## src/hw/rtl/bdh_pkg.sv

```systemverilog
// bdh_pkg: shared types and constants for the button debounce / hold detect block
// no dependencies
`default_nettype none

package bdh_pkg;

	localparam int CFG_W     = 16;
	localparam int CFG_IDX_W = 2;
	localparam int TDATA_W   = 8;

	// configuration register indexes
	typedef enum logic [CFG_IDX_W-1:0] {
		CFG_DEBOUNCE = 2'd0,
		CFG_HOLD     = 2'd1,
		CFG_LONG     = 2'd2
	} cfg_idx_t;

	localparam logic [CFG_W-1:0] DEBOUNCE_RESET = 16'd40;
	localparam logic [CFG_W-1:0] HOLD_RESET     = 16'd1000;
	localparam logic [CFG_W-1:0] LONG_RESET     = 16'd3000;

	// single-bit state carried from tick to tick
	typedef struct packed {
		logic last_sample;
		logic stable_level;
		logic hold_fired;
		logic long_fired;
		logic press_flag;
		logic hold_flag;
		logic long_flag;
	} flags_t;

	localparam flags_t FLAGS_RESET = '{
		last_sample:  1'b1,
		stable_level: 1'b1,
		hold_fired:   1'b0,
		long_fired:   1'b0,
		press_flag:   1'b0,
		hold_flag:    1'b0,
		long_flag:    1'b0
	};

	typedef struct packed {
		logic button_level;
		logic take_press;
		logic take_hold;
		logic take_long;
	} tick_t;

	typedef struct packed {
		logic press_taken;
		logic hold_taken;
		logic long_taken;
		logic debounced_level;
	} result_t;

endpackage

`default_nettype wire

```

## src/hw/rtl/button_debounce_hold_detect.sv

```systemverilog
// Button debounce with hold and long-press detection. One item in per tick, one
// result item out per tick; an item is taken every clock cycle while s_tready is
// high, limited only by the state update logic between the state registers and the
// output register, and its result is registered in the output register. A new
// level is accepted once the raw sample has been steady for debounce_ticks ticks;
// hold and long events fire once per press at hold_ticks and long_ticks held ticks,
// and a release without a hold raises a short press. Pending events are handed back
// when the matching take bit is set. Configuration is written through cfg_we /
// cfg_index / cfg_data while idle, a user rule the block does not enforce.
// depends on bdh_pkg and bdh_step
`default_nettype none

module button_debounce_hold_detect #(
	parameter int COUNT_BITS = 16
) (
	input  var logic                          clk,
	input  var logic                          arst_n,
	input  var logic                          s_tvalid,
	output logic                              s_tready,
	// [0] button_level, [1] take_press, [2] take_hold, [3] take_long, [7:4] zero
	input  var logic [bdh_pkg::TDATA_W-1:0]   s_tdata,
	output logic                              m_tvalid,
	input  var logic                          m_tready,
	// [0] press_taken, [1] hold_taken, [2] long_taken, [3] debounced_level, [7:4] zero
	output logic [bdh_pkg::TDATA_W-1:0]       m_tdata,
	input  var logic                          cfg_we,
	input  var logic [bdh_pkg::CFG_IDX_W-1:0] cfg_index,
	input  var logic [bdh_pkg::CFG_W-1:0]     cfg_data
);
	import bdh_pkg::*;

	logic [CFG_W-1:0]      debounce_ticks_q;
	logic [CFG_W-1:0]      hold_ticks_q;
	logic [CFG_W-1:0]      long_ticks_q;
	flags_t                flags_q;
	flags_t                flags_nxt;
	logic [COUNT_BITS-1:0] quiet_q;
	logic [COUNT_BITS-1:0] quiet_nxt;
	logic [COUNT_BITS-1:0] held_q;
	logic [COUNT_BITS-1:0] held_nxt;
	tick_t                 tick;
	result_t               result;
	result_t               result_q;
	logic                  m_tvalid_q;
	logic                  in_fire;

	assign tick.button_level = s_tdata[0];
	assign tick.take_press   = s_tdata[1];
	assign tick.take_hold    = s_tdata[2];
	assign tick.take_long    = s_tdata[3];

	// output register frees up in the same cycle it is taken
	assign s_tready = !m_tvalid_q || m_tready;
	assign in_fire  = s_tvalid && s_tready;

	bdh_step #(
		.COUNT_BITS(COUNT_BITS)
	) u_step (
		.tick          (tick),
		.flags         (flags_q),
		.quiet_cnt     (quiet_q),
		.held_cnt      (held_q),
		.debounce_ticks(debounce_ticks_q),
		.hold_ticks    (hold_ticks_q),
		.long_ticks    (long_ticks_q),
		.flags_nxt     (flags_nxt),
		.quiet_nxt     (quiet_nxt),
		.held_nxt      (held_nxt),
		.result        (result)
	);

	always_ff @(posedge clk or negedge arst_n) begin
		if (!arst_n) begin
			debounce_ticks_q <= DEBOUNCE_RESET;
			hold_ticks_q     <= HOLD_RESET;
			long_ticks_q     <= LONG_RESET;
		end else if (cfg_we) begin
			case (cfg_index)
				CFG_DEBOUNCE: debounce_ticks_q <= cfg_data;
				CFG_HOLD:     hold_ticks_q     <= cfg_data;
				CFG_LONG:     long_ticks_q     <= cfg_data;
				default: ;
			endcase
		end
	end

	always_ff @(posedge clk or negedge arst_n) begin
		if (!arst_n) begin
			flags_q    <= FLAGS_RESET;
			quiet_q    <= '0;
			held_q     <= '0;
			m_tvalid_q <= 1'b0;
		end else begin
			if (in_fire) begin
				flags_q <= flags_nxt;
				quiet_q <= quiet_nxt;
				held_q  <= held_nxt;
			end
			if (in_fire) begin
				m_tvalid_q <= 1'b1;
			end else if (m_tready) begin
				m_tvalid_q <= 1'b0;
			end
		end
	end

	always_ff @(posedge clk) begin
		if (in_fire) begin
			result_q <= result;
		end
	end

	assign m_tvalid = m_tvalid_q;
	assign m_tdata  = {4'b0000, result_q.debounced_level, result_q.long_taken,
		result_q.hold_taken, result_q.press_taken};

endmodule

`default_nettype wire

```

## src/hw/rtl/bdh_step.sv

```systemverilog
// bdh_step: next-state and result logic for one tick
// depends on bdh_pkg
`default_nettype none

module bdh_step #(
	parameter int COUNT_BITS = 16
) (
	input  var bdh_pkg::tick_t            tick,
	input  var bdh_pkg::flags_t           flags,
	input  var logic [COUNT_BITS-1:0]     quiet_cnt,
	input  var logic [COUNT_BITS-1:0]     held_cnt,
	input  var logic [bdh_pkg::CFG_W-1:0] debounce_ticks,
	input  var logic [bdh_pkg::CFG_W-1:0] hold_ticks,
	input  var logic [bdh_pkg::CFG_W-1:0] long_ticks,
	output bdh_pkg::flags_t               flags_nxt,
	output logic [COUNT_BITS-1:0]         quiet_nxt,
	output logic [COUNT_BITS-1:0]         held_nxt,
	output bdh_pkg::result_t              result
);
	import bdh_pkg::*;

	localparam int CMP_W = (COUNT_BITS > CFG_W) ? COUNT_BITS : CFG_W;
	localparam logic [COUNT_BITS-1:0] CNT_MAX = '1;

	logic accept;
	logic just_pressed;

	always_comb begin
		flags_nxt    = flags;
		held_nxt     = held_cnt;
		just_pressed = 1'b0;

		// takes act on the flags as they stood before this tick
		result.press_taken = tick.take_press & flags.press_flag;
		result.hold_taken  = tick.take_hold & flags.hold_flag;
		result.long_taken  = tick.take_long & flags.long_flag;
		if (result.press_taken) flags_nxt.press_flag = 1'b0;
		if (result.hold_taken)  flags_nxt.hold_flag  = 1'b0;
		if (result.long_taken)  flags_nxt.long_flag  = 1'b0;

		if (tick.button_level != flags.last_sample) begin
			flags_nxt.last_sample = tick.button_level;
			quiet_nxt = '0;
		end else if (quiet_cnt == CNT_MAX) begin
			quiet_nxt = quiet_cnt;
		end else begin
			quiet_nxt = quiet_cnt + 1'b1;
		end

		accept = (CMP_W'(quiet_nxt) >= CMP_W'(debounce_ticks))
			&& (tick.button_level != flags.stable_level);

		if (accept) begin
			flags_nxt.stable_level = tick.button_level;
			if (!tick.button_level) begin
				just_pressed         = 1'b1;
				flags_nxt.hold_fired = 1'b0;
				flags_nxt.long_fired = 1'b0;
			end else if (!flags.hold_fired) begin
				flags_nxt.press_flag = 1'b1;
			end
		end

		if (!flags_nxt.stable_level) begin
			if (just_pressed) begin
				held_nxt = '0;
			end else if (held_cnt == CNT_MAX) begin
				held_nxt = held_cnt;
			end else begin
				held_nxt = held_cnt + 1'b1;
			end
			if (!flags_nxt.hold_fired && CMP_W'(held_nxt) >= CMP_W'(hold_ticks)) begin
				flags_nxt.hold_flag  = 1'b1;
				flags_nxt.hold_fired = 1'b1;
			end
			if (!flags_nxt.long_fired && CMP_W'(held_nxt) >= CMP_W'(long_ticks)) begin
				flags_nxt.long_flag  = 1'b1;
				flags_nxt.long_fired = 1'b1;
			end
		end

		result.debounced_level = flags_nxt.stable_level;
	end

endmodule

`default_nettype wire

```

## config.mk

```make
export PLATFORM = sky130hd
export DESIGN_NAME = button_debounce_hold_detect
export DESIGN_NICKNAME = d
export VERILOG_FILES = /design/src/hw/rtl/bdh_pkg.sv /design/src/hw/rtl/button_debounce_hold_detect.sv /design/src/hw/rtl/bdh_step.sv
export SDC_FILE = /design/constraint.sdc
export NUM_CORES = 1
export LEC_CHECK = 0
export BUFFER_PORTS_ARGS = -buffer_cell sky130_fd_sc_hd__buf_4
export CAP_MARGIN = 30
export CORE_MARGIN = 10
export CORE_UTILIZATION = 55
export DETAILED_ROUTE_END_ITERATION = 12
export GPL_TIMING_DRIVEN = 0
export PLACE_DENSITY = 0.74
export SKIP_LAST_GASP = 1
export SYNTH_ARGS = -nofsm -noshare
export SYNTH_HDL_FRONTEND = slang
export SYNTH_HIERARCHICAL = 1
export SYNTH_SLANG_ARGS = --single-unit
export TNS_END_PERCENT = 100
```

## constraint.sdc

```tcl
create_clock -name clk -period 7.4 [get_ports clk]
set_input_delay 0 -clock clk [delete_from_list [all_inputs] [get_ports clk]]
set_output_delay 0 -clock clk [all_outputs]
set_load 0.005 [all_outputs]
```

==> metrics <==
placed cell area=0.006561 mm^2; Die Y-Extent=125.4 um; sw frac=35.26%; Avg Vias per Cell=5.605; Die Width=125.4 um; final core utilization=64.30%; R2R setup slack=1470 ps; post-route cell area=0.006970 mm^2; post-synthesis mux area share=16.21%; Critical Path End Type=flop; fillcell total=867; number of synthesized flops with an enable pin=4; Area growth, synth to finish=14.14%; met2 Use GR=29.28%; min Tclk post-route=5931 ps; most frequent cells in the layout=87 x mux2_2, 71 x dfrtp_1, 58 x inv_1, 52 x ha_1, 39 x buf_4; most common cell after layout, fill and taps aside=mux2_2; Peak VDD IR=155.0 uV; clock slew at reported path FFs=90 ps; die footprint=0.01572 mm^2; total grt overflow=0; fin. max-slew vios=0; vias in the first global route=4704; Wirelength per Cell=16.58 um; Max Cap Viol=0; simple-gate share of the synthesized area=14.65%; CTS tree=yes; CP max FO=10; Int Pwr=1.091 mW; commonest register cell after synthesis=dfrtp_1; cell taking the most area after synthesis=dfrtp_1; Final Routed Wirelength=13210 um; largest net degree at the start of global routing=57; power density over the cells=241.8 mW/mm^2; PortBufs=32; clock latency on the worst-skew pair=360 ps; Worst Setup Path Type=flop to flop; number of routed nets with antenna violations=0; Switch Pwr=0.5942 mW; yosys warns=6; H-tree depth=3; Post-Synth Adder-Cell Area=10.65%; worst path required time=7650 ps; Worst path max stage delay=440 ps; gpl congestion=0.9310; # resized after CTS=0; post-synthesis async set-or-reset flop share=95.65%; register area share after synthesis=38.37%; DRC=0; Final Hold Viols=0; f_max=168.6 MHz; I/O pins=41; initial core utilization=56.34%; Vias=4467; fin nets=735; Mapped Cells=583; Worst Path Buf+Inv=1; final worst setup slack=1470 ps; Synth cell types=63; HPWL after DPL=10190 um; GR Util All Layers=17.13%; largest family of logic cells by synthesized area=multiplexers; XOR/XNOR Fraction of Synth Area=3.442%; Final Setup Violations=0; initial antenna violation count=0; slowest CP cell=a211oi_1; first-pass GRT wire length=22510 um; cts bufs inserted=9; synth top area cells=dfrtp_1 29%, mux2_2 16%, ha_1 11%, dfstp_2 7.3%, inv_1 3.6%; RSZ-0062 raised after global routing=no; ANT cells=0; Hold WC Path Type=input port to flop; Static Leak=3.294 nW; post-synth top area share=29.09%; global-route met1 utilization=21.11%; Reg power frac=41.4%; relative slew slack=59.06%; met3 usage=2.704%; core area=0.01084 mm^2; worst-margin pin slew=614.1 ps; share of cells above drive strength 1=29.07%; DP Worst Slack=1612 ps; Sink Count=92; drt first pass iters=4; post-synthesis average cell area=10.48 um^2; Comb power frac=39.4%; Root Driver=clkbuf_8; num rows=38; gr busiest metal=met2; clk_skew=10.65 ps; Clock Power Share=19.2%; synthesized area=0.006107 mm^2; final setup TNS=0 ps; Iteration-0 DRC Markers=330; crit path cell chain=ha_1 > nand3_1 > nor2_1 > nand2_1 > a31oi_1 > ha_1 > and3_1 > o21ai_0 > a21oi_1 > a21oi_1 > a21boi_0 > buf_2 > a211oi_1 > ha_1 > nand2_1 > nor2_1 > a211oi_1 > o211ai_1 > a211o_1 > o21ai_0 > nand2_1 > mux2_2; register bit count reported by yosys=92; critical path's top delay family=compound AO/OA/AOI/OAI gates; run status=finished clean; crit start category=flop; period utilisation layout=80.14%; maximum root-to-sink buffer count=2; Synth Area in Compound Gates=10.78%; CP arrival=6180 ps
==> Yosys cell counts, drive strengths merged, types with 8 or more instances <==
cell and number:
dfrtp 71, nor2 32, o21ai 15, nand2 26, nor3 10, and2 15
nand4 11, a21oi 35, nor2b 10, buf 17, xnor2 22, and3 8
dfstp 17, ha 52, nand3 13, mux2 87, inv 58
==> state kept, by name, indices dropped and copies added (netlist names) <==
signal	count
m_tvalid	1
hold_ticks_q	16
long_ticks_q	16
quiet_q	16
flags_q	7
held_q	16
m_tdata	4
debounce_ticks_q	16
==> path summary, 6_finish.rpt <==
check / endpoint / from / cells after the start
max: flags_q[4] / quiet_q[0] / 22
min in group asynchronous: debounce_ticks_q[4] / arst_n / 2
max reg2reg: flags_q[4] / quiet_q[0] / 22
min: debounce_ticks_q[7] / cfg_index[0] / 3
max in group asynchronous: long_ticks_q[11] / arst_n / 3
min reg2reg: debounce_ticks_q[12] / debounce_ticks_q[12] / 1
==> through the flow <==
step | std cells | power [mW] | hold WS (ps)
finish | 797 | 1.685 | 59.20
global placement | 758 | 1.323 | 202.8
CTS | 797 | 1.696 | 43.10
global route | 797 | 1.818 | 55.90
detailed placement | 759 | 1.357 | -31.82
floorplan | 586 | 1.172 | -295.6
==> power groups by stage <==
stage	logic [mW]	clock network (mW)	registers (mW)
3_3_place_gp	0.623	0	0.700
5_1_grt	0.750	0.355	0.713
2_1_floorplan	0.490	0	0.682
6_report	0.665	0.324	0.697
3_5_place_dp	0.651	0	0.706
4_1_cts	0.665	0.334	0.697
==> cell type report <==
type,count,area [um^2],share of cell area [%]
sequential,92,2344,33.62
inverter,58,217.7,3.123
tap,140,175.2,2.513
clock inverter,3,20.02,0.2872
buffer,20,138.9,1.992
timing repair buffer,55,488.0,7.001
clock buffer,13,168.9,2.423
multi-input combinational,416,3418,49.04
==> kinds of logic after synthesis <==
family	Yosys count
AOI/OAI and AO/OA	99
and+or+nand+nor	149
xor gates and xnor gates	24
adders and majority gates	52
DFF	92
other	1
muxes	88
buffers and inverters	78
==> repair_timing <==
item                      in CTS  in global routing
hold endpoints to repair     127                  0
setup buffers                  0                  0
hold buffers                  22                  0
==> per-layer routing <==
layer	part of all wire (%)	routed length, um	vias up
li1	-	-	2197
met1	45	5888	2183
met2	49	6504	68
met3	3.9	512	19
met4	2.3	307	0
met5	0	0	-
==> worst register-to-register path: stages, from the launching register on <==
cell      delay, ps
dfrtp_1         420
ha_1            220
nand3_1         130
nor2_1          370
nand2_1         310
a31oi_1         410
ha_1            330
and3_1          170
o21ai_0         360
a21oi_1         150
a21oi_1         260
a21boi_0        180
buf_2           220
a211oi_1        440
ha_1            350
nand2_1          70
nor2_1           50
a211oi_1        390
o211ai_1        170
a211o_1         350
o21ai_0         160
nand2_1          60
mux2_2          250
Power figures use the tool's default switching activity.
